File: src/sv/hkd_pkg.sv
// ----------------------------------------------------------------------------
// hkd_pkg: shared types and constants of the keyboard report event decoder
// Event kinds, sequencer states, register indexes and the event record.
// ----------------------------------------------------------------------------
package hkd_pkg;

    localparam int KEY_SLOTS_DEF   = 6;
    localparam int USAGE_W         = 8;
    localparam int MOD_BITS        = 8;
    localparam int MOD_IDX_W       = $clog2(MOD_BITS);
    localparam int FIRST_KEY_USAGE = 4;
    localparam int LSHIFT_BIT      = 1;
    localparam int RSHIFT_BIT      = 5;

    localparam logic [USAGE_W-1:0] CAPS_USAGE_RESET = 8'h39;
    localparam logic [USAGE_W-1:0] NUM_USAGE_RESET  = 8'h53;

    // Register indexes on the configuration port.
    localparam logic REG_CAPS_USAGE = 1'b0;
    localparam logic REG_NUM_USAGE  = 1'b1;

    typedef enum logic [1:0] {
        KIND_MOD   = 2'd0,
        KIND_REL   = 2'd1,
        KIND_PRESS = 2'd2,
        KIND_END   = 2'd3
    } kind_t;

    typedef enum logic [2:0] {
        ST_IDLE,
        ST_MOD,
        ST_REL,
        ST_PRESS,
        ST_END
    } seq_state_t;

    typedef struct packed {
        kind_t               kind;
        logic [USAGE_W-1:0]  code;
        logic                pressed;
        logic                last;
        logic                err;
        logic                shift;
        logic                caps;
        logic                num;
    } evt_t;

endpackage

File: src/sv/hid_keyboard_report_event_decoder_top.sv
// ----------------------------------------------------------------------------
// hid_keyboard_report_event_decoder_top: boot keyboard report event decoder
// Reports: a new report is taken only once the previous report's end event
// is in the output register; the sequencer takes one step a cycle, and
// waits whenever m_tready stalls the output register.
// Reset: synchronous active-low; clears held report, lock state and registers.
// ----------------------------------------------------------------------------
module hid_keyboard_report_event_decoder_top #(
    parameter int KEY_SLOTS = hkd_pkg::KEY_SLOTS_DEF
) (
    input  logic                            aclk,
    input  logic                            aresetn,

    // Report input.
    input  logic                            s_tvalid,
    output logic                            s_tready,
    // Fields from bit 0 up: modifier_bits[7:0], key_slot_0, key_slot_1, ...
    // one byte each, up to key_slot_(KEY_SLOTS-1).
    input  logic [8*(KEY_SLOTS+1)-1:0]      s_tdata,

    // Event output.
    output logic                            m_tvalid,
    input  logic                            m_tready,
    // Fields from bit 0 up: event_code[7:0], pressed, rollover_error,
    // shift_held, caps_lock_on, num_lock_on, three zero bits.
    output logic [15:0]                     m_tdata,
    // Fields from bit 0 up: event_kind[1:0].
    output logic [1:0]                      m_tuser,
    output logic                            m_tlast,

    // Configuration port.
    input  logic                            psel,
    input  logic                            penable,
    input  logic                            pwrite,
    input  logic [2:0]                      paddr,
    input  logic [31:0]                     pwdata,
    output logic [31:0]                     prdata,
    output logic                            pready
);

    logic [hkd_pkg::USAGE_W-1:0] caps_usage_reg, caps_usage_next;
    logic [hkd_pkg::USAGE_W-1:0] num_usage_reg, num_usage_next;
    logic                        cfg_wr;

    logic [hkd_pkg::USAGE_W-1:0]                mods_in;
    logic [KEY_SLOTS-1:0][hkd_pkg::USAGE_W-1:0] keys_in;
    logic                                       start;
    logic                                       idle;
    logic                                       step_en;
    logic                                       evt_valid;
    hkd_pkg::evt_t                              evt;

    logic          m_valid_reg, m_valid_next;
    hkd_pkg::evt_t out_evt_reg;

    // ------------------------------------------------------------------------
    // Configuration registers. The port never waits; a write lands at the
    // access cycle. Bit 2 of the byte address picks the register.
    // ------------------------------------------------------------------------
    assign pready = 1'b1;
    assign cfg_wr = psel && penable && pwrite && pready;

    always_comb begin
        caps_usage_next = caps_usage_reg;
        num_usage_next  = num_usage_reg;
        if (cfg_wr) begin
            case (paddr[2])
                hkd_pkg::REG_CAPS_USAGE: caps_usage_next = pwdata[hkd_pkg::USAGE_W-1:0];
                hkd_pkg::REG_NUM_USAGE:  num_usage_next  = pwdata[hkd_pkg::USAGE_W-1:0];
                default: begin
                    caps_usage_next = caps_usage_reg;
                end
            endcase
        end
    end

    always_ff @(posedge aclk) begin
        if (!aresetn) begin
            caps_usage_reg <= hkd_pkg::CAPS_USAGE_RESET;
            num_usage_reg  <= hkd_pkg::NUM_USAGE_RESET;
        end else begin
            caps_usage_reg <= caps_usage_next;
            num_usage_reg  <= num_usage_next;
        end
    end

    assign prdata = (paddr[2] == hkd_pkg::REG_NUM_USAGE) ? 32'(num_usage_reg)
                                                         : 32'(caps_usage_reg);

    // ------------------------------------------------------------------------
    // Report intake. A report is taken only while the sequencer is idle; the
    // sequencer captures it and then works on it alone until its report-end
    // event has been loaded into the output register.
    // ------------------------------------------------------------------------
    assign mods_in = s_tdata[hkd_pkg::USAGE_W-1:0];

    for (genvar k = 0; k < KEY_SLOTS; k++) begin : g_unpack
        assign keys_in[k] = s_tdata[hkd_pkg::USAGE_W*(k+1) +: hkd_pkg::USAGE_W];
    end

    assign s_tready = idle;
    assign start    = s_tvalid && s_tready;

    // The sequencer takes a step only when the output register can accept
    // whatever that step produces, so no event is ever dropped. Steps that
    // produce nothing still wait, which keeps the control simple.
    assign step_en = !m_valid_reg || m_tready;

    hkd_seq #(.KEY_SLOTS(KEY_SLOTS)) u_seq (
        .aclk       (aclk),
        .aresetn    (aresetn),
        .start      (start),
        .mods_in    (mods_in),
        .keys_in    (keys_in),
        .caps_usage (caps_usage_reg),
        .num_usage  (num_usage_reg),
        .step_en    (step_en),
        .idle       (idle),
        .evt_valid  (evt_valid),
        .evt        (evt)
    );

    // ------------------------------------------------------------------------
    // Output register. It separates the sequencer from the downstream side;
    // a new event replaces the old one in the same cycle it is transferred.
    // ------------------------------------------------------------------------
    always_comb begin
        m_valid_next = m_valid_reg;
        if (step_en) begin
            m_valid_next = evt_valid;
        end
    end

    always_ff @(posedge aclk) begin
        if (!aresetn) begin
            m_valid_reg <= 1'b0;
        end else begin
            m_valid_reg <= m_valid_next;
        end
    end

    always_ff @(posedge aclk) begin
        if (step_en && evt_valid) begin
            out_evt_reg <= evt;
        end
    end

    assign m_tvalid = m_valid_reg;
    assign m_tdata  = {3'b000, out_evt_reg.num, out_evt_reg.caps, out_evt_reg.shift,
                       out_evt_reg.err, out_evt_reg.pressed, out_evt_reg.code};
    assign m_tuser  = out_evt_reg.kind;
    assign m_tlast  = out_evt_reg.last;

    // ------------------------------------------------------------------------
    // Checks on the decoder's own sequencing.
    // ------------------------------------------------------------------------

    // Once the report-end event is loaded, the next report can be taken.
    a_idle_after_end: assert property (@(posedge aclk) disable iff (!aresetn)
        (step_en && evt_valid && evt.last) |=> s_tready)
        else $error("decoder not ready after report end");

    // An event inside a report means the sequencer is still busy with it.
    a_busy_mid_report: assert property (@(posedge aclk) disable iff (!aresetn)
        (m_tvalid && !m_tlast) |-> !s_tready)
        else $error("report taken while previous report still in progress");

    // The rollover flag appears only on the report-end event.
    a_err_on_end: assert property (@(posedge aclk) disable iff (!aresetn)
        (m_tvalid && m_tdata[9]) |-> (m_tlast && m_tuser == hkd_pkg::KIND_END))
        else $error("rollover flag outside report end");

    // Presses always carry the pressed flag, releases never do.
    a_press_flag: assert property (@(posedge aclk) disable iff (!aresetn)
        (m_tvalid && (m_tuser == hkd_pkg::KIND_PRESS || m_tuser == hkd_pkg::KIND_REL))
        |-> (m_tdata[8] == (m_tuser == hkd_pkg::KIND_PRESS)))
        else $error("pressed flag disagrees with event kind");

endmodule

File: src/sv/hkd_match.sv
// ----------------------------------------------------------------------------
// hkd_match: usage lookup against one report
// Compares one usage with every slot of a report and flags any hit.
// ----------------------------------------------------------------------------
module hkd_match #(
    parameter int KEY_SLOTS = hkd_pkg::KEY_SLOTS_DEF
) (
    input  logic [hkd_pkg::USAGE_W-1:0]                usage,
    input  logic [KEY_SLOTS-1:0][hkd_pkg::USAGE_W-1:0] slots,
    output logic                                       hit
);

    logic [KEY_SLOTS-1:0] eq;

    always_comb begin
        for (int k = 0; k < KEY_SLOTS; k++) begin
            eq[k] = (slots[k] == usage);
        end
    end

    assign hit = |eq;

endmodule

File: src/sv/hkd_seq.sv
// ----------------------------------------------------------------------------
// hkd_seq: event sequencer
// Walks modifier bits, then held and new keys via the shared lookup unit,
// one step a cycle while step_en is high; keeps held report, lock state.
// ----------------------------------------------------------------------------
module hkd_seq #(
    parameter int KEY_SLOTS = hkd_pkg::KEY_SLOTS_DEF
) (
    input  logic                                       aclk,
    input  logic                                       aresetn,
    input  logic                                       start,
    input  logic [hkd_pkg::USAGE_W-1:0]                mods_in,
    input  logic [KEY_SLOTS-1:0][hkd_pkg::USAGE_W-1:0] keys_in,
    input  logic [hkd_pkg::USAGE_W-1:0]                caps_usage,
    input  logic [hkd_pkg::USAGE_W-1:0]                num_usage,
    input  logic                                       step_en,
    output logic                                       idle,
    output logic                                       evt_valid,
    output hkd_pkg::evt_t                              evt
);

    localparam int KIDX_W = (KEY_SLOTS > 1) ? $clog2(KEY_SLOTS) : 1;
    localparam int CNT_W  = (KIDX_W > hkd_pkg::MOD_IDX_W) ? KIDX_W : hkd_pkg::MOD_IDX_W;

    hkd_pkg::seq_state_t state_reg, state_next;
    logic [CNT_W-1:0]    cnt_reg, cnt_next;
    logic                err_reg, err_next;
    logic [1:0]          shift_reg, shift_next;
    logic                caps_reg, caps_next;
    logic                num_reg, num_next;
    logic [hkd_pkg::USAGE_W-1:0]                mods_cur_reg;
    logic [KEY_SLOTS-1:0][hkd_pkg::USAGE_W-1:0] keys_cur_reg;
    logic [hkd_pkg::USAGE_W-1:0]                prev_mods_reg, prev_mods_next;
    logic [KEY_SLOTS-1:0][hkd_pkg::USAGE_W-1:0] prev_keys_reg, prev_keys_next;

    logic [KIDX_W-1:0]            kidx;
    logic [hkd_pkg::MOD_IDX_W-1:0] midx;
    logic [hkd_pkg::USAGE_W-1:0]  match_usage;
    logic [KEY_SLOTS-1:0][hkd_pkg::USAGE_W-1:0] match_slots;
    logic                         hit;

    assign kidx = cnt_reg[KIDX_W-1:0];
    assign midx = cnt_reg[hkd_pkg::MOD_IDX_W-1:0];

    // The lookup unit serves both key phases: held keys against the new
    // report for releases, new keys against the held report for presses.
    assign match_usage = (state_reg == hkd_pkg::ST_REL) ? prev_keys_reg[kidx]
                                                        : keys_cur_reg[kidx];
    assign match_slots = (state_reg == hkd_pkg::ST_REL) ? keys_cur_reg : prev_keys_reg;

    hkd_match #(.KEY_SLOTS(KEY_SLOTS)) u_match (
        .usage (match_usage),
        .slots (match_slots),
        .hit   (hit)
    );

    always_ff @(posedge aclk) begin
        if (!aresetn) begin
            state_reg     <= hkd_pkg::ST_IDLE;
            cnt_reg       <= '0;
            err_reg       <= 1'b0;
            shift_reg     <= '0;
            caps_reg      <= 1'b0;
            num_reg       <= 1'b0;
            prev_mods_reg <= '0;
            prev_keys_reg <= '0;
        end else begin
            state_reg     <= state_next;
            cnt_reg       <= cnt_next;
            err_reg       <= err_next;
            shift_reg     <= shift_next;
            caps_reg      <= caps_next;
            num_reg       <= num_next;
            prev_mods_reg <= prev_mods_next;
            prev_keys_reg <= prev_keys_next;
        end
    end

    always_ff @(posedge aclk) begin
        if (start) begin
            mods_cur_reg <= mods_in;
            keys_cur_reg <= keys_in;
        end
    end

    always_comb begin
        logic                        mod_down;
        logic [hkd_pkg::USAGE_W-1:0] u;

        state_next     = state_reg;
        cnt_next       = cnt_reg;
        err_next       = err_reg;
        shift_next     = shift_reg;
        caps_next      = caps_reg;
        num_next       = num_reg;
        prev_mods_next = prev_mods_reg;
        prev_keys_next = prev_keys_reg;
        evt_valid      = 1'b0;
        evt.kind       = hkd_pkg::KIND_END;
        evt.code       = '0;
        evt.pressed    = 1'b0;
        evt.last       = 1'b0;
        evt.err        = 1'b0;
        mod_down       = mods_cur_reg[midx];
        u              = match_usage;

        case (state_reg)
            hkd_pkg::ST_IDLE: begin
                if (start) begin
                    state_next = hkd_pkg::ST_MOD;
                    cnt_next   = '0;
                    err_next   = 1'b0;
                end
            end
            hkd_pkg::ST_MOD: begin
                if (step_en) begin
                    if (mod_down != prev_mods_reg[midx]) begin
                        if (midx == hkd_pkg::MOD_IDX_W'(hkd_pkg::LSHIFT_BIT)) begin
                            shift_next[0] = mod_down;
                        end else if (midx == hkd_pkg::MOD_IDX_W'(hkd_pkg::RSHIFT_BIT)) begin
                            shift_next[1] = mod_down;
                        end
                        evt_valid   = 1'b1;
                        evt.kind    = hkd_pkg::KIND_MOD;
                        evt.code    = hkd_pkg::USAGE_W'(midx);
                        evt.pressed = mod_down;
                    end
                    if (cnt_reg == CNT_W'(hkd_pkg::MOD_BITS - 1)) begin
                        state_next = hkd_pkg::ST_REL;
                        cnt_next   = '0;
                    end else begin
                        cnt_next = cnt_reg + CNT_W'(1);
                    end
                end
            end
            hkd_pkg::ST_REL: begin
                if (step_en) begin
                    if (u != '0 && !hit) begin
                        evt_valid = 1'b1;
                        evt.kind  = hkd_pkg::KIND_REL;
                        evt.code  = u;
                    end
                    if (cnt_reg == CNT_W'(KEY_SLOTS - 1)) begin
                        state_next = hkd_pkg::ST_PRESS;
                        cnt_next   = '0;
                    end else begin
                        cnt_next = cnt_reg + CNT_W'(1);
                    end
                end
            end
            hkd_pkg::ST_PRESS: begin
                if (step_en) begin
                    if (u >= hkd_pkg::USAGE_W'(hkd_pkg::FIRST_KEY_USAGE)) begin
                        if (!hit) begin
                            if (u == caps_usage) begin
                                caps_next = ~caps_reg;
                            end else if (u == num_usage) begin
                                num_next = ~num_reg;
                            end
                            evt_valid   = 1'b1;
                            evt.kind    = hkd_pkg::KIND_PRESS;
                            evt.code    = u;
                            evt.pressed = 1'b1;
                        end
                    end else if (u != '0) begin
                        err_next = 1'b1;
                    end
                    if (cnt_reg == CNT_W'(KEY_SLOTS - 1)) begin
                        state_next = hkd_pkg::ST_END;
                        cnt_next   = '0;
                    end else begin
                        cnt_next = cnt_reg + CNT_W'(1);
                    end
                end
            end
            hkd_pkg::ST_END: begin
                if (step_en) begin
                    evt_valid  = 1'b1;
                    evt.kind   = hkd_pkg::KIND_END;
                    evt.last   = 1'b1;
                    evt.err    = err_reg;
                    state_next = hkd_pkg::ST_IDLE;
                    if (!err_reg) begin
                        prev_mods_next = mods_cur_reg;
                        prev_keys_next = keys_cur_reg;
                    end
                end
            end
            default: begin
                state_next = hkd_pkg::ST_IDLE;
            end
        endcase

        // Status flags describe the state after this event.
        evt.shift = |shift_next;
        evt.caps  = caps_next;
        evt.num   = num_next;
    end

    assign idle = (state_reg == hkd_pkg::ST_IDLE);

endmodule
File: config.mk
export PLATFORM = sky130hd
export DESIGN_NAME = hid_keyboard_report_event_decoder_top
export DESIGN_NICKNAME = d
export VERILOG_FILES = /design/src/sv/hkd_pkg.sv /design/src/sv/hid_keyboard_report_event_decoder_top.sv /design/src/sv/hkd_match.sv /design/src/sv/hkd_seq.sv
export SDC_FILE = /design/constraint.sdc
export NUM_CORES = 1
export LEC_CHECK = 0
export BUFFER_PORTS_ARGS = -buffer_cell sky130_fd_sc_hd__buf_2
export CAP_MARGIN = 20
export CORE_MARGIN = 4
export CORE_UTILIZATION = 40
export CTS_CLUSTER_DIAMETER = 60
export DETAILED_ROUTE_END_ITERATION = 6
export GPL_TIMING_DRIVEN = 1
export MAX_ROUTING_LAYER = met4
export PLACE_DENSITY = 0.66
export SYNTH_ARGS = -nofsm -noshare
export SYNTH_HDL_FRONTEND = slang
export SYNTH_SLANG_ARGS = --single-unit
File: constraint.sdc
create_clock -name aclk -period 4.45 [get_ports aclk]
set_clock_uncertainty 0.15 [all_clocks]
set_input_delay 0.6675 -clock aclk [delete_from_list [all_inputs] [get_ports aclk]]
set_output_delay 0.6675 -clock aclk [all_outputs]
set_load 0.02 [all_outputs]
=== Word-level counts from Yosys, hierarchy flattened ===
Index checks and enable logic that the tools add are counted.

* Output and inout bits: 54
* Input port bits: 98
* Register bits: 156

* Bitwise operators: 4
* Order comparisons: 2
* Add/subtract/negate cells: 1
* Reduce and logical (&&, ||, !) cells: 22
* Muxes and demuxes: 68
* Eq/ne operators: 27

{| class="wikitable"
|+ Operators with widths
! operator !! count
|-
| equality test 8 bit || 8
|-
| binary-select mux 8 bit (select 3 bit) || 2
|-
| 2-to-1 mux 48 bit || 1
|-
| 2-to-1 mux 11 bit || 4
|-
| 2-to-1 mux 3 bit || 13
|-
| 2-to-1 mux 8 bit || 4
|-
| 2-to-1 mux 10 bit || 3
|-
| 2-to-1 mux 1 bit || 28
|-
| one-hot mux 8 bit (3 select lines) || 1
|-
| one-hot mux 3 bit (5 select lines) || 1
|-
| != test 2 bit (second input constant) || 6
|-
| != test 2 x 1 -> 1 bit (second input constant) || 5
|-
| equality test 3 bit (second input constant) || 3
|-
| one-hot mux 3 bit (3 select lines) || 1
|-
| greater-or-equal comparator 8 x 3 -> 1 bit (second input constant) || 1
|-
| 2-to-1 mux 2 bit || 4
|-
| AND reduction 8 bit || 1
|-
| nonzero test 8 bit || 1
|-
| binary-select mux 1 bit (select 3 bit) || 2
|-
| equality test 3 x 1 -> 1 bit (second input constant) || 2
|-
| equality test 3 x 2 -> 1 bit (second input constant) || 2
|-
| one-hot mux 2 bit (3 select lines) || 1
|-
| AND reduction 2 bit || 3
|-
| OR reduction 6 bit || 1
|-
| 16 further kinds || 26
|}

=== Depth between registers and ports, before layout ===
Gate-level depths: netlist (run 1).

* Depth in word-level cells: 11
* Gate-level depth with buffers: 15
* Depth with buffers taken out: 9

=== Cells and area by module ===
Synthesis (run 1) repeated with hierarchy kept, for this count alone.

* Cell total of the unflattened synthesis: 795
* Area total of the unflattened synthesis: 8,420.6 µm²

{| class="wikitable"
|+ Modules (own cells, without submodules)
! module !! sequential area each (µm²) !! instances !! area an instance (µm²) !! cells each
|-
| hkd_seq || 3,022.9 || 1 || 6,279.8 || 591
|-
| hid_keyboard_report_event_decoder_top || 820.8 || 1 || 1,532.7 || 129
|-
| hkd_match || 0.0 || 1 || 608.1 || 75
|}

=== Worst setup path after synthesis (run 1) ===
No wires, ideal clock.

* Path type: reg-to-reg
* From: reg u_seq.cnt_reg[1]
* To: reg out_evt_reg, in the netlist m_tdata[0] (enable)
* Library setup time: 0.388 ns
* Cell stages (with the launch flop): 14
* Buffers on the path: 4
* Path slack: 0.364 ns
* Required time: 3.912 ns
* Arrival: 3.548 ns
* Cell sequence: dfxtp_1 > buf_6 > buf_6 > mux4_2 > mux2i_1 > o22ai_1 > buf_2 > xor2_1 > o2111ai_1 > nor4_1 > or4_1 > buf_2 > o32a_1 > nor2_1

* Cells in the longest elaborated chain, start to end: 11
* Elaborated cells between the ends (all ways): 30

{| class="wikitable"
|+ RTL lines
! what !! line !! source
|-
| start, declared || hkd_seq.sv:26 || <nowiki>logic [CNT_W-1:0] cnt_reg, cnt_next;</nowiki>
|-
| start signal, assigned || hkd_seq.sv:69 || <nowiki>cnt_reg <= cnt_next;</nowiki>
|-
| binary-select mux 8 bit (select 3 bit) (on tied branches) || hkd_seq.sv:48, hkd_seq.sv:47 ||
|-
| 2-to-1 mux 8 bit (on tied branches) || hkd_seq.sv:48, hkd_seq.sv:47 ||
|-
| 2-to-1 mux 8 bit || hkd_seq.sv:47 || <nowiki>assign match_usage = (state_reg == hkd_pkg::ST_REL) ? prev_keys_reg[kidx]</nowiki>
|-
| equality test 8 bit || hkd_match.sv:17 || <nowiki>eq[k] = (slots[k] == usage);</nowiki>
|-
| OR reduction 6 bit || hkd_match.sv:21 || <nowiki>assign hit = |eq;</nowiki>
|-
| zero test 1 bit || hkd_seq.sv:138 || <nowiki>if (u != '0 && !hit) begin</nowiki>
|-
| logical AND 1 bit || hkd_seq.sv:138 ||
|-
| 2-to-1 mux 1 bit || hkd_seq.sv:138 ||
|-
| 2-to-1 mux 1 bit || hkd_seq.sv:137 || <nowiki>if (step_en) begin</nowiki>
|-
| one-hot mux 1 bit (4 select lines) * || hkd_seq.sv:107 || <nowiki>case (state_reg)</nowiki>
|-
| logical AND 1 bit * || hid_keyboard_report_event_decoder_top.sv:143 || <nowiki>if (step_en && evt_valid) begin</nowiki>
|-
| end signal, assigned || hid_keyboard_report_event_decoder_top.sv:144 || <nowiki>out_evt_reg <= evt;</nowiki>
|-
| end, declared || hid_keyboard_report_event_decoder_top.sv:54 || <nowiki>hkd_pkg::evt_t out_evt_reg;</nowiki>
|}

Every way passes the cells marked *; elsewhere a longest branch is shown, timed or not. The select of a mux whose other input is x is not followed.
A chain may end at the register's enable or synchronous reset.

==> results.md, run 1 <==
- The CTS buffer count is 17.
- The first-pass detailed-route iteration total is 5.
- In the final timing run, aggregate negative setup slack is 0 ns.
- The proportion of synthesized flip-flops having asynchronous set or reset is 0%.
- Subtracting the final worst setup slack from the clock period gives 4.12 ns.
- The total congestion overflow is 0.
- Across all hold checks on the routed design, the worst slack comes to 0.246 ns.
- In this run the deepest clock path goes through 2 buffers.
- The initial core utilization is 41.2%.
- Clock-pin slew was measured on the worst setup and hold paths at 0.07 ns.
- The maximum frequency from static timing analysis is 243 MHz.
- Detailed placement ended at an HPWL of 15800 µm.
- The longest individual stage delay on the worst path is 0.65 ns.
- In this run the number of H-tree levels came out at 4.
- The total power per unit cell area is 354 nW/µm².
- The final layout contains 1054 nets.
- The max-slew violation total from the final report is 0.
- The critical setup path kind is reg -> reg.
- The number of hold violations in the final report is 0.
- The routed design uses 1440 µm of met3 wire.
- Grouping stages by cell kind, the critical path spends the most delay in compound AO/OA/AOI/OAI gates.
- Sorting the synthesized cells by how often they occur yields sky130_fd_sc_hd__nand2_1, sky130_fd_sc_hd__a21oi_1, sky130_fd_sc_hd__dfxtp_1.
- The final setup violation count is 0.
- The startpoint of the worst-slack reg-to-reg timing path is u_seq.cnt_reg[1].
- The simple-gate portion of the synthesized area is 17.2%.
- The average vias per placed instance is 5.42.
- The number of global-route vias before repair is 6345.
- The worst setup path is captured at a flip-flop.
- The total number of yosys warnings is 0.
- Buffers added to address setup during post-CTS repair amount to 0.
- The cell type of the slowest stage on the worst timing path is sky130_fd_sc_hd__dfxtp_1.
- The filler cells instantiated in the layout total 1917.
- The CTS tree is done.
- The most common cell in the netlist is sky130_fd_sc_hd__nand2_1.
- The routability congestion estimate from global placement is 0.986.
- Overall power consumption after layout is estimated at 3.44 mW.
- The repair_antennas step left the layout with diodes totalling 0.
- Walking the worst path, the cells encountered are buf_12 -> mux4_2 -> a22o_1 -> nor2_4 -> xor2_1 -> nor4_1 -> or4_1 -> buf_4 -> a2111oi_0.
- The worst hold path begins at s_tdata[53].
- The area growth from synthesis to layout is 15.5%.
- The min-delay analysis places its worst path in the category in -> reg.
- After clock tree synthesis, the repair step resized 0 gates.
- The global-route usage over all layers is 18.6%.
- The xor/xnor cell area share of the yosys netlist is 4.27%.
- The worst voltage drop across the vdd grid is 0.000323 V.
- The total die area is 23400 µm².
- In this run the remaining antenna-violating nets after routing total 0.
- The biggest area contributor in the post-synthesis netlist is sky130_fd_sc_hd__edfxtp_1.
- In the routed design, unresolved DRC markers number 0.
- In this run, post-CTS hold repair placed 0 buffers.
- A synthesized cell averages 9.77 µm².
- The number of standard-cell rows in the floorplan is 52.
- The register area share after synthesis is 45.7%.
- The dominant combinational cell family by area after synthesis is simple AND/OR/NAND/NOR gates.
- The first global-routing pass estimated 33700 µm of wire.
- The cell at the root of the clock tree is sky130_fd_sc_hd__clkbuf_16.
- In this run, synthesis inferred 72 flip-flops with an integrated enable.
- The chip height is 153 µm.
- The critical path contains buffers and inverters numbering 2 combined.
- The portion of netlist area occupied by mux cells is 14.9%.
- In this run the top signal layer used is met4.
- The via count is 6694.
- The slew of the pin with the lowest slew margin is 0.832 ns.
- The die is 153 µm wide.
- The routed metal-1 wire length is 9690 µm.
- The data required time at the worst endpoint is 4.44 ns.
- The post-synthesis cell type count is 62.
- The data arrival time of the worst path is 4.11 ns.
- The launch point of the critical path is u_seq.cnt_reg[1].
- The synthesized netlist devotes 11.0% of its cell area to compound gates.
- For this block, the initial DRC count from the detailed router was 491.
- The tightest slew margin relative to the limit is 44.4%.
- The commonest register cell after synthesis is sky130_fd_sc_hd__dfxtp_1.
- The cell area after synthesis is 8410 µm².
- The clock drives 156 sinks.
- The core area is 20400 µm².
- The area fraction of the dominant cell type after synthesis is 25.7%.
- Summing the areas of all fa, ha and maj instances in the mapped netlist gives 0.595% of the synthesized area.
- Sorting the synthesized cells by area gives the leading types as sky130_fd_sc_hd__edfxtp_1, sky130_fd_sc_hd__dfxtp_1, sky130_fd_sc_hd__nand2_1.
- Along the worst path, the maximum fanout reaches 16.
- In the detailed route, the total length drawn on met2 is 10100 µm.
- Across the run, the number of max-cap violations was 0.
- Summed over all layers, the routed wires come to 21700 µm.
- Dividing the detail-routed wire length by the instance count gives 17.6 µm.
- The flow ran to the end, and the final reports show no timing, DRC or antenna violations.
- The synthesis-stage register bit count is 156.
- For this design the static power due to leakage is 3.45 nW.
- The initial antenna violation count is 0.
- Setup repair after global routing left no endpoint under its margin.
- The proportion of layout cells with a drive suffix above 1 is 22.0%.
- During placement, the flow inserted port buffers numbering 97.
- The number of I/O pins is 152.
- At the later pin of the worst-skew pair, clock insertion delay measures 0.44 ns.
- Of the available clock period, the critical path in the final layout requires 92.6%.
- The critical path launch point type is a flip-flop.
- The number of standard cells after synthesis is 861.
- Entering global routing, the biggest net connects 57 pins.
==> through the flow <==
| step | std cells | utilization [%] | worst slack [ns] | cell area [µm²] |
|---|---|---|---|---|
| floorplan | 887 | - | 0.364 | 8510 |
| global route | 1235 | 47.6 | 0.0114 | 9720 |
| finish | 1235 | 47.6 | 0.327 | 9720 |
| CTS | 1235 | 47.6 | 0.340 | 9720 |
| global placement | 1203 | 44.6 | 0.440 | 9110 |
| detailed placement | 1203 | 44.6 | 0.371 | 9110 |
==> cell type report <==
type                    count  area, µm²  share of cell area [%]
multi-input cells         638       4150                    42.7
flip-flops and latches    156       3840                    39.6
repair buffers            128        743                    7.65
clock buffers              17        425                    4.38
well taps                 270        338                    3.48
clock inverters            15        176                    1.82
inverters                  11       41.3                   0.425
==> per-layer routing <==
layer  global-route usage (%)  vias up
li1                         -     3219
met1                     24.8     3163
met2                     28.6      272
met3                     3.65       40
met4                     6.62        0
met5                        -        -
==> worst register-to-register path, stage by stage (launching register included) <==
cell                        delay, ns
sky130_fd_sc_hd__dfxtp_1         0.65
sky130_fd_sc_hd__buf_12          0.24
sky130_fd_sc_hd__mux4_2          0.56
sky130_fd_sc_hd__a22o_1          0.38
sky130_fd_sc_hd__nor2_4          0.22
sky130_fd_sc_hd__xor2_1          0.18
sky130_fd_sc_hd__nor4_1          0.10
sky130_fd_sc_hd__or4_1           0.59
sky130_fd_sc_hd__buf_4           0.22
sky130_fd_sc_hd__a2111oi_0       0.55
==> worst paths after layout <==
path / end / slack (ns) / cells after the start
max: m_tdata[3] / 0.33 / 9
min: u_seq.keys_cur_reg[45] / 0.25 / 1
max reg2reg: m_tdata[3] / 0.33 / 9
min reg2reg: u_seq.prev_mods_reg[2] / 0.31 / 2
==> placed cells by master, fill, tap and decap left out, types with 22 or more instances in the layout <==
| master | count |
|---|---|
| sky130_fd_sc_hd__nand2_1 | 184 |
| sky130_fd_sc_hd__buf_2 | 97 |
| sky130_fd_sc_hd__a21oi_1 | 84 |
| sky130_fd_sc_hd__dfxtp_1 | 83 |
| sky130_fd_sc_hd__edfxtp_1 | 72 |
| sky130_fd_sc_hd__mux2i_1 | 63 |
| sky130_fd_sc_hd__xor2_1 | 33 |
| sky130_fd_sc_hd__buf_4 | 29 |
| sky130_fd_sc_hd__conb_1 | 28 |
| sky130_fd_sc_hd__nor2_1 | 22 |
==> cells by family after synthesis <==
kind of cell / after synthesis
other: 2
xor gates and xnor gates: 41
DFF: 156
adders and majority gates: 4
buffers and inverters: 93
AOI/OAI and AO/OA: 155
muxes: 98
and+or+nand+nor: 312
==> power breakdown <==
group / total [mW] / switching (mW) / internal (mW)
Sequential: 1.58 / 0.0360 / 1.55
Clock: 1.50 / 0.655 / 0.850
Combinational: 0.351 / 0.213 / 0.139
Power figures use the tool's default switching activity.
==> inputs of run 2 (changes only) <==
--- a/config.mk
+++ b/config.mk
@@ -7,13 +7,15 @@
 export LEC_CHECK = 0
 export BUFFER_PORTS_ARGS = -buffer_cell sky130_fd_sc_hd__buf_2
 export CAP_MARGIN = 20
+export CORE_ASPECT_RATIO = 0.9
 export CORE_MARGIN = 4
 export CORE_UTILIZATION = 40
 export CTS_CLUSTER_DIAMETER = 60
+export CTS_CLUSTER_SIZE = 8
 export DETAILED_ROUTE_END_ITERATION = 6
 export GPL_TIMING_DRIVEN = 1
 export MAX_ROUTING_LAYER = met4
-export PLACE_DENSITY = 0.66
+export PLACE_DENSITY_LB_ADDON = 0.2
 export SYNTH_ARGS = -nofsm -noshare
 export SYNTH_HDL_FRONTEND = slang
 export SYNTH_SLANG_ARGS = --single-unit
==> run 2 against run 1 <==
- hold slack better by 0.013 ns
- critical path depth rose by 2
- design area hardly changed
- global-route usage grew 0.41 points
- via count down 1.7%
- clock-buffer cell count up 5
==> results.md, run 2 (same netlist as run 1, synthesis figures left out) <==
- The port buffer count is 97 (unchanged).
- The share of the cycle needed by the critical path after routing is 92.7% (was 92.6%).
- The startpoint of the worst-slack reg-to-reg timing path is u_seq.state_reg[0] (was u_seq.cnt_reg[1]).
- The commonest non-fill, non-tap cell in the layout is sky130_fd_sc_hd__nand2_1 (unchanged).
- The total area of sequential cells was 3840 µm² (unchanged).
- The diode insertion count for antenna repair is 0 (unchanged).
- The total die area is 23400 µm² (about the same).
- The width of the die came to 161 µm (was 153 µm).
- The proportion of layout cells with a drive suffix above 1 is 21.9% (was 22.0%).
- The placed wire-length estimate is 15800 µm (about the same).
- The worst setup timing slack at the placement stage is 0.368 ns (was 0.371 ns).
- The number of hold violations in the final report was 0 (unchanged).
- The cell class contributing the biggest share of worst-path delay is simple AND/OR/NAND/NOR gates (was compound AO/OA/AOI/OAI gates).
- The element type at the critical path end is a flip-flop (unchanged).
- The count of buffering cells on the critical path with inverters included was 2 (unchanged).
- The number of cells in the finished layout apart from fillers came to 1253 (was 1235).
- The number of I/O pins is 152 (unchanged).
- The CTS buffer count is 17 (unchanged).
- The number of clock sinks seen by CTS is 156 (unchanged).
- The total leakage power is 3.44 nW (was 3.45 nW).
- The number of violations reported at the end of detailed-routing iteration 0 is 499 (was 491).
- The cell at the root of the clock tree is sky130_fd_sc_hd__clkbuf_16 (unchanged).
- The critical path launch point type is a flip-flop (unchanged).
- The routability congestion estimate from global placement is 0.934 (was 0.986).
- The first-pass detailed-route iteration total is 5 (unchanged).
- The chip height is 146 µm (was 153 µm).
- The number of inserted filler cells in the final layout came to 2015 (was 1917).
- The area growth from synthesis to layout is 15.6% (was 15.5%).
- The post-cts hold buffer count is 0 (unchanged).
- The DRC violation count after routing came to 0 (unchanged).
- Most used cells in the layout excluding fill and tap cells: sky130_fd_sc_hd__nand2_1, sky130_fd_sc_hd__buf_2, sky130_fd_sc_hd__a21oi_1 (unchanged).
- The number of nets at the end of the flow is 1056 (was 1054).
- The critical setup path kind is reg -> reg (unchanged).
- The longest individual stage delay on the worst path is 0.61 ns (was 0.65 ns).
- The most numerous cell type found on the critical path is sky130_fd_sc_hd__buf_4.
- The number of standard-cell rows in the floorplan is 50 (was 52).
- The launch point of the critical path is u_seq.state_reg[0] (was u_seq.cnt_reg[1]).
- The startpoint of the lowest-slack hold path was s_tdata[5] (was s_tdata[53]).
- The setup TNS was 0 ns (unchanged).
- The total power per unit cell area is 344 nW/µm² (was 354 nW/µm²).
- The number of H-tree levels came to 4 (unchanged).
- The data arrival time of the worst path was 4.09 ns (was 4.11 ns).
- The worst-path maximum fanout is 15 (was 16).
- The number of global-route vias before repair is 6175 (was 6345).
- The total congestion overflow is 0 (unchanged).
- The cell type of the slowest stage on the worst timing path was sky130_fd_sc_hd__or4_1 (was sky130_fd_sc_hd__dfxtp_1).
- The core area was 20800 µm² (was 20400 µm²).
- The initial core utilization is 40.5% (was 41.2%).
- Setup repair after global routing missed its margin: no (unchanged).
- The clock insertion delay at the later pin of the skew report is 0.43 ns (was 0.44 ns).
- Ordered cell list for the critical path: or3b_1 -> buf_4 -> nor3_1 -> or2_2 -> nor2_8 -> xor2_1 -> nor4_1 -> or4_1 -> o32a_1 -> nor2_1 -> buf_4 (was buf_12 -> mux4_2 -> a22o_1 -> nor2_4 -> xor2_1 -> nor4_1 -> or4_1 -> buf_4 -> a2111oi_0).
- The number of cells after detailed placement is 1221 (was 1203).
- The number of maximum-capacitance violations is 0 (unchanged).
- The worst voltage drop across the vdd grid was 0.000246 V (was 0.000323 V).
- The total cell area at the placement stage was 9150 µm² (was 9110 µm²).
- The via count was 6579 (was 6694).
- The number of nets with antenna violations after detailed routing came to 0 (unchanged).
- Run status: finished, final reports clean (unchanged).
- The max-slew violation total from the final report is 0 (unchanged).
- The maximum frequency from static timing analysis was 243 MHz (about the same).
- The wire length after detailed routing is 21900 µm (was 21700 µm).
- The met2 wire length came to 9870 µm (was 10100 µm).
- The area of all placed cells without fillers came to 9720 µm² (about the same).
- The clock transition time at the flip-flop clock pins of the worst setup and hold paths came to 0.07 ns (about the same).
- The clock period minus final worst setup slack is 4.12 ns (about the same).
- The post-detailed-route wirelength per cell is 17.5 µm (was 17.6 µm).
- The global-route usage over all layers is 19.1% (was 18.6%).
- The hold slack is 0.259 ns (was 0.246 ns).
- The buffer depth of the longest clock path is 2 (unchanged).
- The tightest slew margin relative to the limit is 52.3% (was 44.4%).
- The post-CTS setup buffer count is 0 (unchanged).
- The multi-input gate area in the final layout is 4150 µm² (about the same).
- The CTS tree is done (unchanged).
- The first-pass GRT wire length is 34300 µm (was 33700 µm).
- The final setup violation count was 0 (unchanged).
- The wire length on met3 is 1290 µm (was 1440 µm).
- The initial antenna violation count is 0 (unchanged).
- The data required time at the worst endpoint came to 4.42 ns (was 4.44 ns).
- The final critical-path setup slack is 0.327 ns (about the same).
- The slew of the pin with the lowest slew margin is 0.698 ns (was 0.832 ns).
- The routed metal-1 wire length is 10400 µm (was 9690 µm).
- The average vias per placed instance is 5.25 (was 5.42).
- The class of the worst hold path was in -> reg (unchanged).
- The highest metal layer with signal wires was met4 (unchanged).
- The maximum number of pins on one net before global-route repair came to 57 (unchanged).
==> run 2: cell types whose count changed in the layout (fill, tap and decap cells not counted), moves of 2 or more <==
cell / previous run / this run
sky130_fd_sc_hd__buf_4: 29 / 31
sky130_fd_sc_hd__clkbuf_1: 0 / 3
sky130_fd_sc_hd__clkinv_2: 1 / 4
sky130_fd_sc_hd__inv_6: 7 / 1
sky130_fd_sc_hd__inv_8: 3 / 0
==> run 2: timing repair <==
| item | CTS | global route |
|---|---|---|
| gates resized for setup | 0 | 1 |
| setup endpoints to repair | 0 | 1 |
| hold endpoints to repair | 0 | 0 |
==> run 2: final timing paths <==
check	end	slack, ns	cells past startpoint
setup reg to reg	m_tdata[6]	0.33	11
hold reg to reg	u_seq.prev_mods_reg[0]	0.31	2
setup / recovery	m_tdata[6]	0.33	11
hold / removal	u_seq.mods_cur_reg[5]	0.26	1
==> run 2: where the power goes <==
group          internal, mW  total [mW]  switching, mW
registers              1.55        1.58         0.0321
clock network         0.817        1.40          0.582
logic                 0.144       0.364          0.220
==> run 2: worst register-to-register path: stages (launching register included) <==
cell and delay [ns]:
sky130_fd_sc_hd__dfxtp_1 0.56, sky130_fd_sc_hd__or3b_1 0.54, sky130_fd_sc_hd__buf_4 0.23, sky130_fd_sc_hd__nor3_1 0.06, sky130_fd_sc_hd__or2_2 0.38, sky130_fd_sc_hd__nor2_8 0.22, sky130_fd_sc_hd__xor2_1 0.16, sky130_fd_sc_hd__nor4_1 0.07
sky130_fd_sc_hd__or4_1 0.61, sky130_fd_sc_hd__o32a_1 0.42, sky130_fd_sc_hd__nor2_1 0.16, sky130_fd_sc_hd__buf_4 0.25
==> run 2: per-stage QoR <==
step / util, % / total power [mW]
4_1_cts: 46.8 / 3.37
2_1_floorplan: - / 1.86
3_5_place_dp: 44.1 / 1.97
3_3_place_gp: 44.1 / 1.97
5_1_grt: 46.8 / 3.49
6_report: 46.8 / 3.34
==> run 2: area by class of cell <==
cell class                      instances  share of cell area, %
Clock buffer                           22                   4.89
Clock inverter                         10                  0.927
Inverter                               11                  0.425
Multi-Input combinational cell        638                   42.7
Sequential cell                       156                   39.5
Tap cell                              286                   3.68
Timing Repair Buffer                  130                   7.80
==> run 2: layer usage <==
metal,vias to the layer above,track usage (%)
li1,3225,-
met1,3120,26.8
met2,208,28.1
met3,26,4.22
met4,0,4.65
met5,-,-
==> inputs of run 3 (changes only) <==
--- a/config.mk
+++ b/config.mk
@@ -8,7 +8,7 @@
 export BUFFER_PORTS_ARGS = -buffer_cell sky130_fd_sc_hd__buf_2
 export CAP_MARGIN = 20
 export CORE_ASPECT_RATIO = 0.9
-export CORE_MARGIN = 4
+export CORE_MARGIN = 5
 export CORE_UTILIZATION = 40
 export CTS_CLUSTER_DIAMETER = 60
 export CTS_CLUSTER_SIZE = 8
==> constraint.sdc (replaced) <==
create_clock -name aclk -period 4.5 [get_ports aclk]
set_clock_uncertainty 0.15 [all_clocks]
set_input_delay 0.675 -clock aclk [delete_from_list [all_inputs] [get_ports aclk]]
set_output_delay 0.675 -clock aclk [all_outputs]
set_load 0.02 [all_outputs]
==> run 3 against run 2 <==
- maximum frequency fell by 3.1%
- routed wire length is 0.32% higher
- design area down 0.13%
- final cell count down 0.40%
- critical path depth stayed put
- sequential share of layout area rose by 0.051 points
- largest cell class unchanged
- critical path type unchanged
- total power rose by 1.2%
- first-iteration DRC count is 0.20% lower
- largest power group unchanged
- combinational power is 3% lower
==> results.md, run 3 (same netlist as run 1, synthesis figures left out) <==
- The area of all placed cells without fillers came to 9710 µm² (was 9720 µm²).
- The area growth from synthesis to layout was 15.4% (was 15.6%).
- The power dissipated by switching net loads is 844 µW (was 834 µW).
- The core area is 20800 µm² (unchanged).
- The diode insertion count for antenna repair is 0 (unchanged).
- The global-route usage over all layers is 18.5% (was 19.1%).
- The CTS buffer count is 17 (unchanged).
- The initial core utilization was 40.5% (unchanged).
- The total cell area at the placement stage came to 9110 µm² (was 9150 µm²).
- The via count came to 6537 (was 6579).
- The count of instances resized after the clock tree is built was 0 (unchanged).
- The cell type of the slowest stage on the worst timing path is sky130_fd_sc_hd__a2111oi_0 (was sky130_fd_sc_hd__or4_1).
- The critical setup path kind is reg -> reg (unchanged).
- The cell with the most instances on the worst path was sky130_fd_sc_hd__buf_4 (unchanged).
- The total leakage power is 3.43 nW (was 3.44 nW).
- The maximum number of pins on one net before global-route repair is 57 (unchanged).
- The clock period minus final worst setup slack is 4.25 ns (was 4.12 ns).
- The portion of total power attributed to combinational logic is 10.4% (was 10.9%).
- The CTS tree is done (unchanged).
- The number of H-tree levels is 4 (unchanged).
- The number of violations reported at the end of detailed-routing iteration 0 came to 498 (was 499).
- The share of the cycle needed by the critical path after routing is 94.5% (was 92.7%).
- The chip height is 148 µm (was 146 µm).
- The first-pass GRT wire length is 33800 µm (was 34300 µm).
- The placed wire-length estimate is 16000 µm (was 15800 µm).
- The average vias per placed instance is 5.24 (was 5.25).
- The internal cell power was 2.54 mW (was 2.51 mW).
- The class of the worst hold path is in -> reg (unchanged).
- The relative contribution of sequential cells to total power is 46.2% (was 47.3%).
- The worst-path maximum fanout came to 19 (was 15).
- The critical path launch point type is a flip-flop (unchanged).
- Most used cells in the layout excluding fill and tap cells: sky130_fd_sc_hd__nand2_1, sky130_fd_sc_hd__buf_2, sky130_fd_sc_hd__a21oi_1 (unchanged).
- The maximum frequency from static timing analysis was 235 MHz (was 243 MHz).
- The switching part of the total power is 24.9% (about the same).
- The total die area was 24000 µm² (was 23400 µm²).
- The proportion of layout cells with a drive suffix above 1 is 21.4% (was 21.9%).
- The post-cts hold buffer count is 0 (unchanged).
- The clock network fraction of design power is 43.4% (was 41.8%).
- Run status: finished, final reports clean (unchanged).
- The number of clock sinks seen by CTS is 156 (unchanged).
- The worst voltage drop across the vdd grid is 0.000312 V (was 0.000246 V).
- The data required time at the worst endpoint is 4.47 ns (was 4.42 ns).
- Ordered cell list for the critical path: buf_4 -> nor3b_2 -> buf_4 -> nor2_2 -> a22oi_1 -> a21oi_1 -> o2111ai_1 -> nor4_1 -> or4_1 -> buf_4 -> a2111oi_0 (was or3b_1 -> buf_4 -> nor3_1 -> or2_2 -> nor2_8 -> xor2_1 -> nor4_1 -> or4_1 -> o32a_1 -> nor2_1 -> buf_4).
- The post-detailed-route wirelength per cell came to 17.6 µm (was 17.5 µm).
- The number of nets at the end of the flow was 1051 (was 1056).
- The commonest non-fill, non-tap cell in the layout is sky130_fd_sc_hd__nand2_1 (unchanged).
- The clock transition time at the flip-flop clock pins of the worst setup and hold paths was 0.07 ns (about the same).
- The routability congestion estimate from global placement is 0.928 (was 0.934).
- The total power per unit cell area came to 349 nW/µm² (was 344 nW/µm²).
- The final setup violation count was 0 (unchanged).
- The first-pass detailed-route iteration total was 5 (unchanged).
- The tightest slew margin relative to the limit was 34.4% (was 52.3%).
- The element type at the critical path end is a flip-flop (unchanged).
- The met2 wire length is 9860 µm (was 9870 µm).
- The buffer depth of the longest clock path is 2 (unchanged).
- The DRC violation count after routing is 0 (unchanged).
- The longest individual stage delay on the worst path is 0.66 ns (was 0.61 ns).
- The post-CTS setup buffer count is 0 (unchanged).
- The data arrival time of the worst path is 4.22 ns (was 4.09 ns).
- The routed metal-1 wire length is 10600 µm (was 10400 µm).
- The number of hold violations in the final report is 0 (unchanged).
- The slew of the pin with the lowest slew margin was 0.985 ns (was 0.698 ns).
- The number of nets with antenna violations after detailed routing is 0 (unchanged).
- The initial antenna violation count is 0 (unchanged).
- The number of I/O pins is 152 (unchanged).
- The max-slew violation total from the final report is 0 (unchanged).
- The width of the die is 163 µm (was 161 µm).
- The total congestion overflow is 0 (unchanged).
- The wire length after detailed routing was 22000 µm (was 21900 µm).
- The clock insertion delay at the later pin of the skew report came to 0.43 ns (about the same).
- The cell class contributing the biggest share of worst-path delay was compound AO/OA/AOI/OAI gates (was simple AND/OR/NAND/NOR gates).
- The count of buffering cells on the critical path with inverters included was 3 (was 2).
- The number of maximum-capacitance violations is 0 (unchanged).
- The cell at the root of the clock tree is sky130_fd_sc_hd__clkbuf_16 (unchanged).
- The number of standard-cell rows in the floorplan is 50 (unchanged).
- Setup repair after global routing missed its margin: no (unchanged).
- The port buffer count was 97 (unchanged).
- The setup TNS is 0 ns (unchanged).
- The wire length on met3 is 1200 µm (was 1290 µm).
- The highest metal layer with signal wires is met4 (unchanged).
- The number of global-route vias before repair is 6115 (was 6175).
[run 3: changes by cell type in the layout (fill, tap and decap cells not counted)]
| cell | change |
|---|---|
| sky130_fd_sc_hd__inv_6 | +1 |
| sky130_fd_sc_hd__clkbuf_8 | -1 |
| sky130_fd_sc_hd__clkbuf_16 | -1 |
| sky130_fd_sc_hd__clkinv_2 | -2 |
| sky130_fd_sc_hd__bufinv_16 | +2 |
| sky130_fd_sc_hd__o22ai_1 | +1 |
| sky130_fd_sc_hd__o22ai_2 | -1 |
| sky130_fd_sc_hd__buf_4 | -5 |
| sky130_fd_sc_hd__clkinv_1 | +3 |
| sky130_fd_sc_hd__inv_4 | -1 |
| sky130_fd_sc_hd__clkinv_4 | +2 |
| sky130_fd_sc_hd__clkbuf_1 | -3 |
[run 3: per-stage QoR]
stage	worst slack [ns]	power, mW	utilization (%)	cells	hold WS, ns
3_3_place_gp	0.431	1.94	43.9	1216	0.292
3_5_place_dp	0.326	1.94	43.9	1216	0.297
6_report	0.246	3.38	46.7	1248	0.262
5_1_grt	0.0559	3.51	46.7	1248	0.243
2_1_floorplan	0.414	1.84	-	887	0.283
4_1_cts	0.303	3.42	46.7	1248	0.246
[run 3: cell type report]
type                       count  area, µm²
inverter                      11       41.3
clock buffer                  17        425
clock inverter                15        171
multi-input combinational    638       4150
timing repair buffer         125        721
sequential                   156       3840
fill                        2048      11100
tap                          286        358
[run 3: power groups by stage]
stage / clock network [mW] / registers [mW] / logic [mW]
after detailed placement: 0 / 1.59 / 0.351
after floorplan: 0 / 1.59 / 0.253
after CTS: 1.50 / 1.56 / 0.352
after global placement: 0 / 1.59 / 0.351
final: 1.47 / 1.56 / 0.353
after global routing: 1.56 / 1.57 / 0.382
[run 3: worst register-to-register path: stages, from the launching register on]
cell and delay [ns]:
sky130_fd_sc_hd__dfxtp_1 0.32, sky130_fd_sc_hd__buf_4 0.20, sky130_fd_sc_hd__nor3b_2 0.19, sky130_fd_sc_hd__buf_4 0.31
sky130_fd_sc_hd__nor2_2 0.16, sky130_fd_sc_hd__a22oi_1 0.59, sky130_fd_sc_hd__a21oi_1 0.15, sky130_fd_sc_hd__o2111ai_1 0.32
sky130_fd_sc_hd__nor4_1 0.08, sky130_fd_sc_hd__or4_1 0.57, sky130_fd_sc_hd__buf_4 0.24, sky130_fd_sc_hd__a2111oi_0 0.66
[run 3: metal layers]
metal | vias up | GRT usage, %
met3 | 20 | 3.35
met4 | 0 | 4.70
met1 | 3112 | 26.2
met2 | 187 | 27.6
li1 | 3218 | -
met5 | - | -
[run 3: final timing paths]
| path | start | endpoint | slack, ns | cells after the start |
|---|---|---|---|---|
| hold reg to reg | u_seq.prev_mods_reg[0] | u_seq.prev_mods_reg[0] | 0.30 | 2 |
| setup reg to reg | u_seq.state_reg[1] | m_tdata[5] | 0.25 | 11 |
| hold / removal | s_tdata[33] | u_seq.keys_cur_reg[25] | 0.26 | 1 |
| setup / recovery | u_seq.state_reg[1] | m_tdata[5] | 0.25 | 11 |
